File: config.mk
export PLATFORM = sky130hd
export DESIGN_NAME = nrf_front_flat
export DESIGN_NICKNAME = d
export VERILOG_FILES = /design/src/sv/nrf_pkg.sv /design/src/sv/nrf_if.sv /design/src/sv/nrf_front.sv /design/src/flat_wrapper.sv
export SDC_FILE = /design/constraint.sdc
export NUM_CORES = 1
export LEC_CHECK = 0
export BUFFER_PORTS_ARGS = -buffer_cell sky130_fd_sc_hd__buf_2
export CAP_MARGIN = 20
export CORE_ASPECT_RATIO = 1.25
export CORE_MARGIN = 3
export CORE_UTILIZATION = 50
export DETAILED_ROUTE_END_ITERATION = 8
export GPL_TIMING_DRIVEN = 1
export HOLD_SLACK_MARGIN = 0.02
export PLACE_DENSITY_LB_ADDON = 0.12
export SYNTH_ARGS = -nofsm -noshare
export SYNTH_HDL_FRONTEND = slang
export SYNTH_SLANG_ARGS = --single-unit
File: constraint.sdc
create_clock -name clk -period 23.4 [get_ports clk]
set_clock_uncertainty 0.1 [all_clocks]
set_input_delay 7.02 -clock clk [delete_from_list [all_inputs] [get_ports clk]]
set_output_delay 7.02 -clock clk [all_outputs]
set_load 0.005 [all_outputs]
File: src/sv/nrf_pkg.sv
`timescale 1ns / 1ps
// ============================================================================
// nrf_pkg
// Shared types and constants for the nearest rectangle finder.
// ============================================================================
package nrf_pkg;

    localparam int MaxRectsDefault = 32;
    localparam int CoordW = 32;
    localparam int CountW = 6;
    localparam int IndexW = 5;
    localparam int EntryW = 4 * CoordW;

    // Coordinate differences need 34 bits, squares 68, roots 34.
    localparam int DiffW = 34;
    localparam int MagW = 34;
    localparam int SqW = 68;
    localparam int RootW = 34;
    localparam int DistW = 35;

    localparam logic CmdWrite = 1'b0;
    localparam logic CmdQuery = 1'b1;

    typedef struct packed {
        logic [IndexW-1:0]        entry_index;
        logic signed [CoordW-1:0] edge_left;
        logic signed [CoordW-1:0] edge_top;
        logic signed [CoordW-1:0] edge_right;
        logic signed [CoordW-1:0] edge_bottom;
    } write_req_t;

    // Item passed from the front part to the search engine.
    typedef struct packed {
        logic                     is_query;
        write_req_t               wr;
        logic signed [CoordW-1:0] point_x;
        logic signed [CoordW-1:0] point_y;
    } work_t;

endpackage

File: src/sv/nrf_if.sv
`timescale 1ns / 1ps
// ============================================================================
// nrf_req_if / nrf_rsp_if
// Valid/ready channels for requests and results.
// ============================================================================
interface nrf_req_if;
    logic                     valid;
    logic                     ready;
    logic                     cmd;
    logic [4:0]               entry_index;
    logic signed [31:0]       edge_left;
    logic signed [31:0]       edge_top;
    logic signed [31:0]       edge_right;
    logic signed [31:0]       edge_bottom;
    logic signed [31:0]       point_x;
    logic signed [31:0]       point_y;
    modport source (output valid, cmd, entry_index, edge_left, edge_top, edge_right,
                    edge_bottom, point_x, point_y, input ready);
    modport sink (input valid, cmd, entry_index, edge_left, edge_top, edge_right,
                  edge_bottom, point_x, point_y, output ready);
endinterface


File: src/sv/nrf_front.sv
`timescale 1ns / 1ps
// ============================================================================
// nrf_front
// Accepts requests, classifies them and queues them for the search engine.
// ============================================================================
module nrf_front (
    input  logic           clk,
    input  logic           rst_n,
    nrf_req_if.sink        req,
    output nrf_pkg::work_t work,
    output logic           work_valid,
    input  logic           work_take
);
    import nrf_pkg::*;

    // Two-entry queue.
    work_t      q_reg [2];
    logic [1:0] cnt_reg;
    logic       rd_reg;
    work_t      in_w;
    logic       push;
    logic       pop;

    assign req.ready  = (cnt_reg != 2'd2);
    assign push       = req.valid && req.ready;
    assign work_valid = (cnt_reg != 2'd0);
    assign pop        = work_valid && work_take;
    assign work       = q_reg[rd_reg];

    always_comb
    begin
        in_w.is_query          = (req.cmd == CmdQuery);
        in_w.wr.entry_index    = req.entry_index;
        in_w.wr.edge_left      = req.edge_left;
        in_w.wr.edge_top       = req.edge_top;
        in_w.wr.edge_right     = req.edge_right;
        in_w.wr.edge_bottom    = req.edge_bottom;
        in_w.point_x           = req.point_x;
        in_w.point_y           = req.point_y;
    end

    always_ff @(posedge clk or negedge rst_n)
    begin
        if (!rst_n)
        begin
            cnt_reg <= 2'd0;
            rd_reg  <= 1'b0;
        end
        else
        begin
            if (push)
            begin
                q_reg[rd_reg ^ cnt_reg[0]] <= in_w;
            end
            if (pop)
            begin
                rd_reg <= ~rd_reg;
            end
            cnt_reg <= cnt_reg + {1'b0, push} - {1'b0, pop};
        end
    end
endmodule

File: src/flat_wrapper.sv
// flat-port wrapper written by rule: the top's interface ports become plain ports
module nrf_front_flat import nrf_pkg::*;
  (clk, rst_n, work, work_valid, work_take, req_valid, req_cmd, req_entry_index, req_edge_left, req_edge_top, req_edge_right, req_edge_bottom, req_point_x, req_point_y, req_ready);
  nrf_req_if req_i ();
  input  logic clk;
  input  logic rst_n;
  output nrf_pkg::work_t work;
  output logic work_valid;
  input  logic work_take;
  input wire logic [$bits(req_i.valid)-1:0] req_valid;
  input wire logic [$bits(req_i.cmd)-1:0] req_cmd;
  input wire logic [$bits(req_i.entry_index)-1:0] req_entry_index;
  input wire logic [$bits(req_i.edge_left)-1:0] req_edge_left;
  input wire logic [$bits(req_i.edge_top)-1:0] req_edge_top;
  input wire logic [$bits(req_i.edge_right)-1:0] req_edge_right;
  input wire logic [$bits(req_i.edge_bottom)-1:0] req_edge_bottom;
  input wire logic [$bits(req_i.point_x)-1:0] req_point_x;
  input wire logic [$bits(req_i.point_y)-1:0] req_point_y;
  output wire logic [$bits(req_i.ready)-1:0] req_ready;
  assign req_i.valid = req_valid;
  assign req_i.cmd = req_cmd;
  assign req_i.entry_index = req_entry_index;
  assign req_i.edge_left = req_edge_left;
  assign req_i.edge_top = req_edge_top;
  assign req_i.edge_right = req_edge_right;
  assign req_i.edge_bottom = req_edge_bottom;
  assign req_i.point_x = req_point_x;
  assign req_i.point_y = req_point_y;
  assign req_ready = req_i.ready;
  nrf_front u_core (.clk(clk), .rst_n(rst_n), .req(req_i), .work(work), .work_valid(work_valid), .work_take(work_take));
endmodule
==> flow_summary.toml <==
[floorplanning]
io_pins = 402
die_height_um = 197
fp.coreArea_um2 = 28600
fp.dieArea_um2 = 31300
start_util = 0.511
row_count = 69
die_w_um = 159

[clock_tree]
htreeDepth = 2
insertion_delay_ns = 0.50
postCtsSetupRepairBufs = 0
cts_buffers = 39
clock_sinks = 399
clkTransAtPathRegs_ns = 0.06
cts_tree = "done"
cts.repair.resized = 0
clockBufferDepth = 3
root_buffer = "clkbuf_16"
cts_hold_buf = 0

[yosys]
syn_nets = 842
syn-cell-area_um2 = 14600
synthCells = 638
synth_seq_area_share = 0.820
synth-seq-cells = 399
yosysWarnings = 0
syn_area_per_cell_um2 = 22.9
yosys.cell_types.count = 20

[finish]
drive_gt1_frac = 0.605
nNetsFinal = 1269
areaGrowthSynthToFinish_pct = 23.8
largest_register_ffs = 396

[pwr]
combPwrFrac = 0.247
ir_drop_mv = 0.149
swShare = 0.263
power_density_nw_per_um2 = 110
leakage_nw = 6.68
p_switching_uw = 521
clkPwrFrac = 0.275
p_int_mw = 1.46
seq_power_share = 0.478

[run_status]
status = "complete, no violations"

[setup_path]
crit_slowest_cell = "dfrtp_4"
required_ns = 16.28
end_kind = "output port"
path_max_fanout = 79
cp_slowest_stage_delay_ns = 1.15
setup.worst_path.class = "register to output port"
startpoint_type = "register"
worstPathCellList = "buf_4 -> mux2_2 -> buf_2"
arrival_ns = 3.13

[sta]
relSlewSlack = 0.274
clock.fmax_mhz = 97.6
rsz0062_at_grt = "false"
setup_violations = 0
max_slew.worst_pin.slew_ns = 1.09
hold_viol = 0
slew_violations = 0
whs_ns = 0.499
finalCriticalPeriod_ns = 10.25
finalSetupTns_ns = 0
min_period_over_period = 0.438

[global_route]
grt_max_degree = 80
grt_pass1_wl_mm = 43.2
track_usage = 0.180
antenna_found_initial = 19
first_global_vias = 7650
grt_overflow = 0

[drt]
drt_iter0_drc = 409
via_per_inst = 4.99
vias = 7461
drc = 0
drt.antenna.violating_nets = 0
first_pass_iters = 5
drt-total-wl_mm = 29.6
wl_per_cell_um = 19.8

[place]
place_congestion = 0.769
port_buffers = 401
dp_hpwl_mm = 19.7

[flow_run]
maxCapViolations = 0

[hold_path]
hold_path_class = "register to register"
==> path summary, 6_finish.rpt <==
kind / from / to / slack, ns / depth (start not counted)
worst max-delay path: u_core.rd_reg$_DFFE_PN0P_ / work[60] / 13.15 / 3
worst min-delay path: u_core.cnt_reg[1]$_DFF_PN0_ / u_core.cnt_reg[1]$_DFF_PN0_ / 0.50 / 1
worst max register to register: u_core.rd_reg$_DFFE_PN0P_ / u_core.q_reg[0][21]$_DFFE_PP_ / 18.57 / 5
worst min register to register: u_core.cnt_reg[1]$_DFF_PN0_ / u_core.cnt_reg[1]$_DFF_PN0_ / 0.50 / 1
max in group asynchronous: rst_n / u_core.rd_reg$_DFFE_PN0P_ / 16.87 / 1
min in group asynchronous: rst_n / u_core.rd_reg$_DFFE_PN0P_ / 6.20 / 1
==> power by group through the flow <==
stage / Sequential, mW / Combinational [mW] / Clock, mW
6_report: 0.948 / 0.489 / 0.544
4_1_cts: 0.949 / 0.501 / 0.563
3_5_place_dp: 0.964 / 0.498 / 0
5_1_grt: 0.959 / 0.528 / 0.588
2_1_floorplan: 0.973 / 0.334 / 0
3_3_place_gp: 0.959 / 0.501 / 0
==> cell usage after synthesis, drive strengths merged <==
library cell  count  share of area
or3               1        0.00043
xor2              1        0.00060
a21oi             2        0.00069
edfxtp          396           0.81
buf              23          0.016
dfrtp             3         0.0051
nand2b            2        0.00086
or3b              1        0.00060
and2              1        0.00043
xnor2             2         0.0012
or2               1        0.00043
nand2             2        0.00051
o21a              1        0.00051
ha                2         0.0017
inv               2        0.00051
mux2            198           0.16
==> stage by stage <==
stage / power (mW) / setup slack, ns / util / area, µm² / instances
floorplan: 1.31 / 5.87 / - / 14600 / 638
global placement: 1.46 / 13.48 / 0.593 / 16900 / 1414
detailed placement: 1.46 / 13.46 / 0.593 / 16900 / 1414
CTS: 2.01 / 13.10 / 0.631 / 18000 / 1481
global route: 2.07 / 12.98 / 0.632 / 18100 / 1493
finish: 1.98 / 13.15 / 0.633 / 18100 / 1494
==> cell families (layout without fill, tap and decap cells) <==
logic type	count (synthesis)	count (layout)	share of synthesized area
other cells	0	13	0
compound gates	3	3	0.00120
fa+ha+maj	2	2	0.00171
mux	198	198	0.155
buf+inv	25	478	0.0170
simple gates	8	8	0.00326
xor+xnor	3	3	0.00180
flops	399	399	0.820
==> cell type report <==
cell class	instances	area, µm²
repair buffers	409	2070
well taps	390	488
inverters	2	7.51
multi-input cells	214	2410
fillers	2130	10500
flip-flops and latches	399	12000
clock inverters	19	93.8
clock buffers	48	1010
diodes	13	32.5
==> routing by layer <==
layer | part of all wire | track usage
met3 | 0.088 | 0.0638
met2 | 0.50 | 0.302
met1 | 0.38 | 0.211
met5 | 0.0023 | 0
met4 | 0.035 | 0.0817
==> worst max-delay path, delay by kind of cell, from the launching register on <==
kind / cells / cell delay [ns]
flip-flops: 1 / 1.15
multiplexers: 1 / 0.43
buffers and inverters: 2 / 0.95
==> placed cells by master (no fill, tap or decap) <==
cell	n
a21oi_4	2
and2_1	1
buf_2	401
buf_4	8
clkbuf_1	9
clkbuf_16	39
clkinv_1	9
clkinv_2	7
clkinv_4	1
clkinvlp_4	1
dfrtp_1	2
dfrtp_4	1
diode_2	13
edfxtp_1	396
ha_1	2
inv_1	2
inv_6	1
mux2_2	188
mux2_4	10
nand2_1	2
nand2b_1	2
o21a_1	1
or2_2	1
or3_1	1
or3b_1	1
xnor2_1	2
xor2_1	1
(Power assumes the default switching activity.)
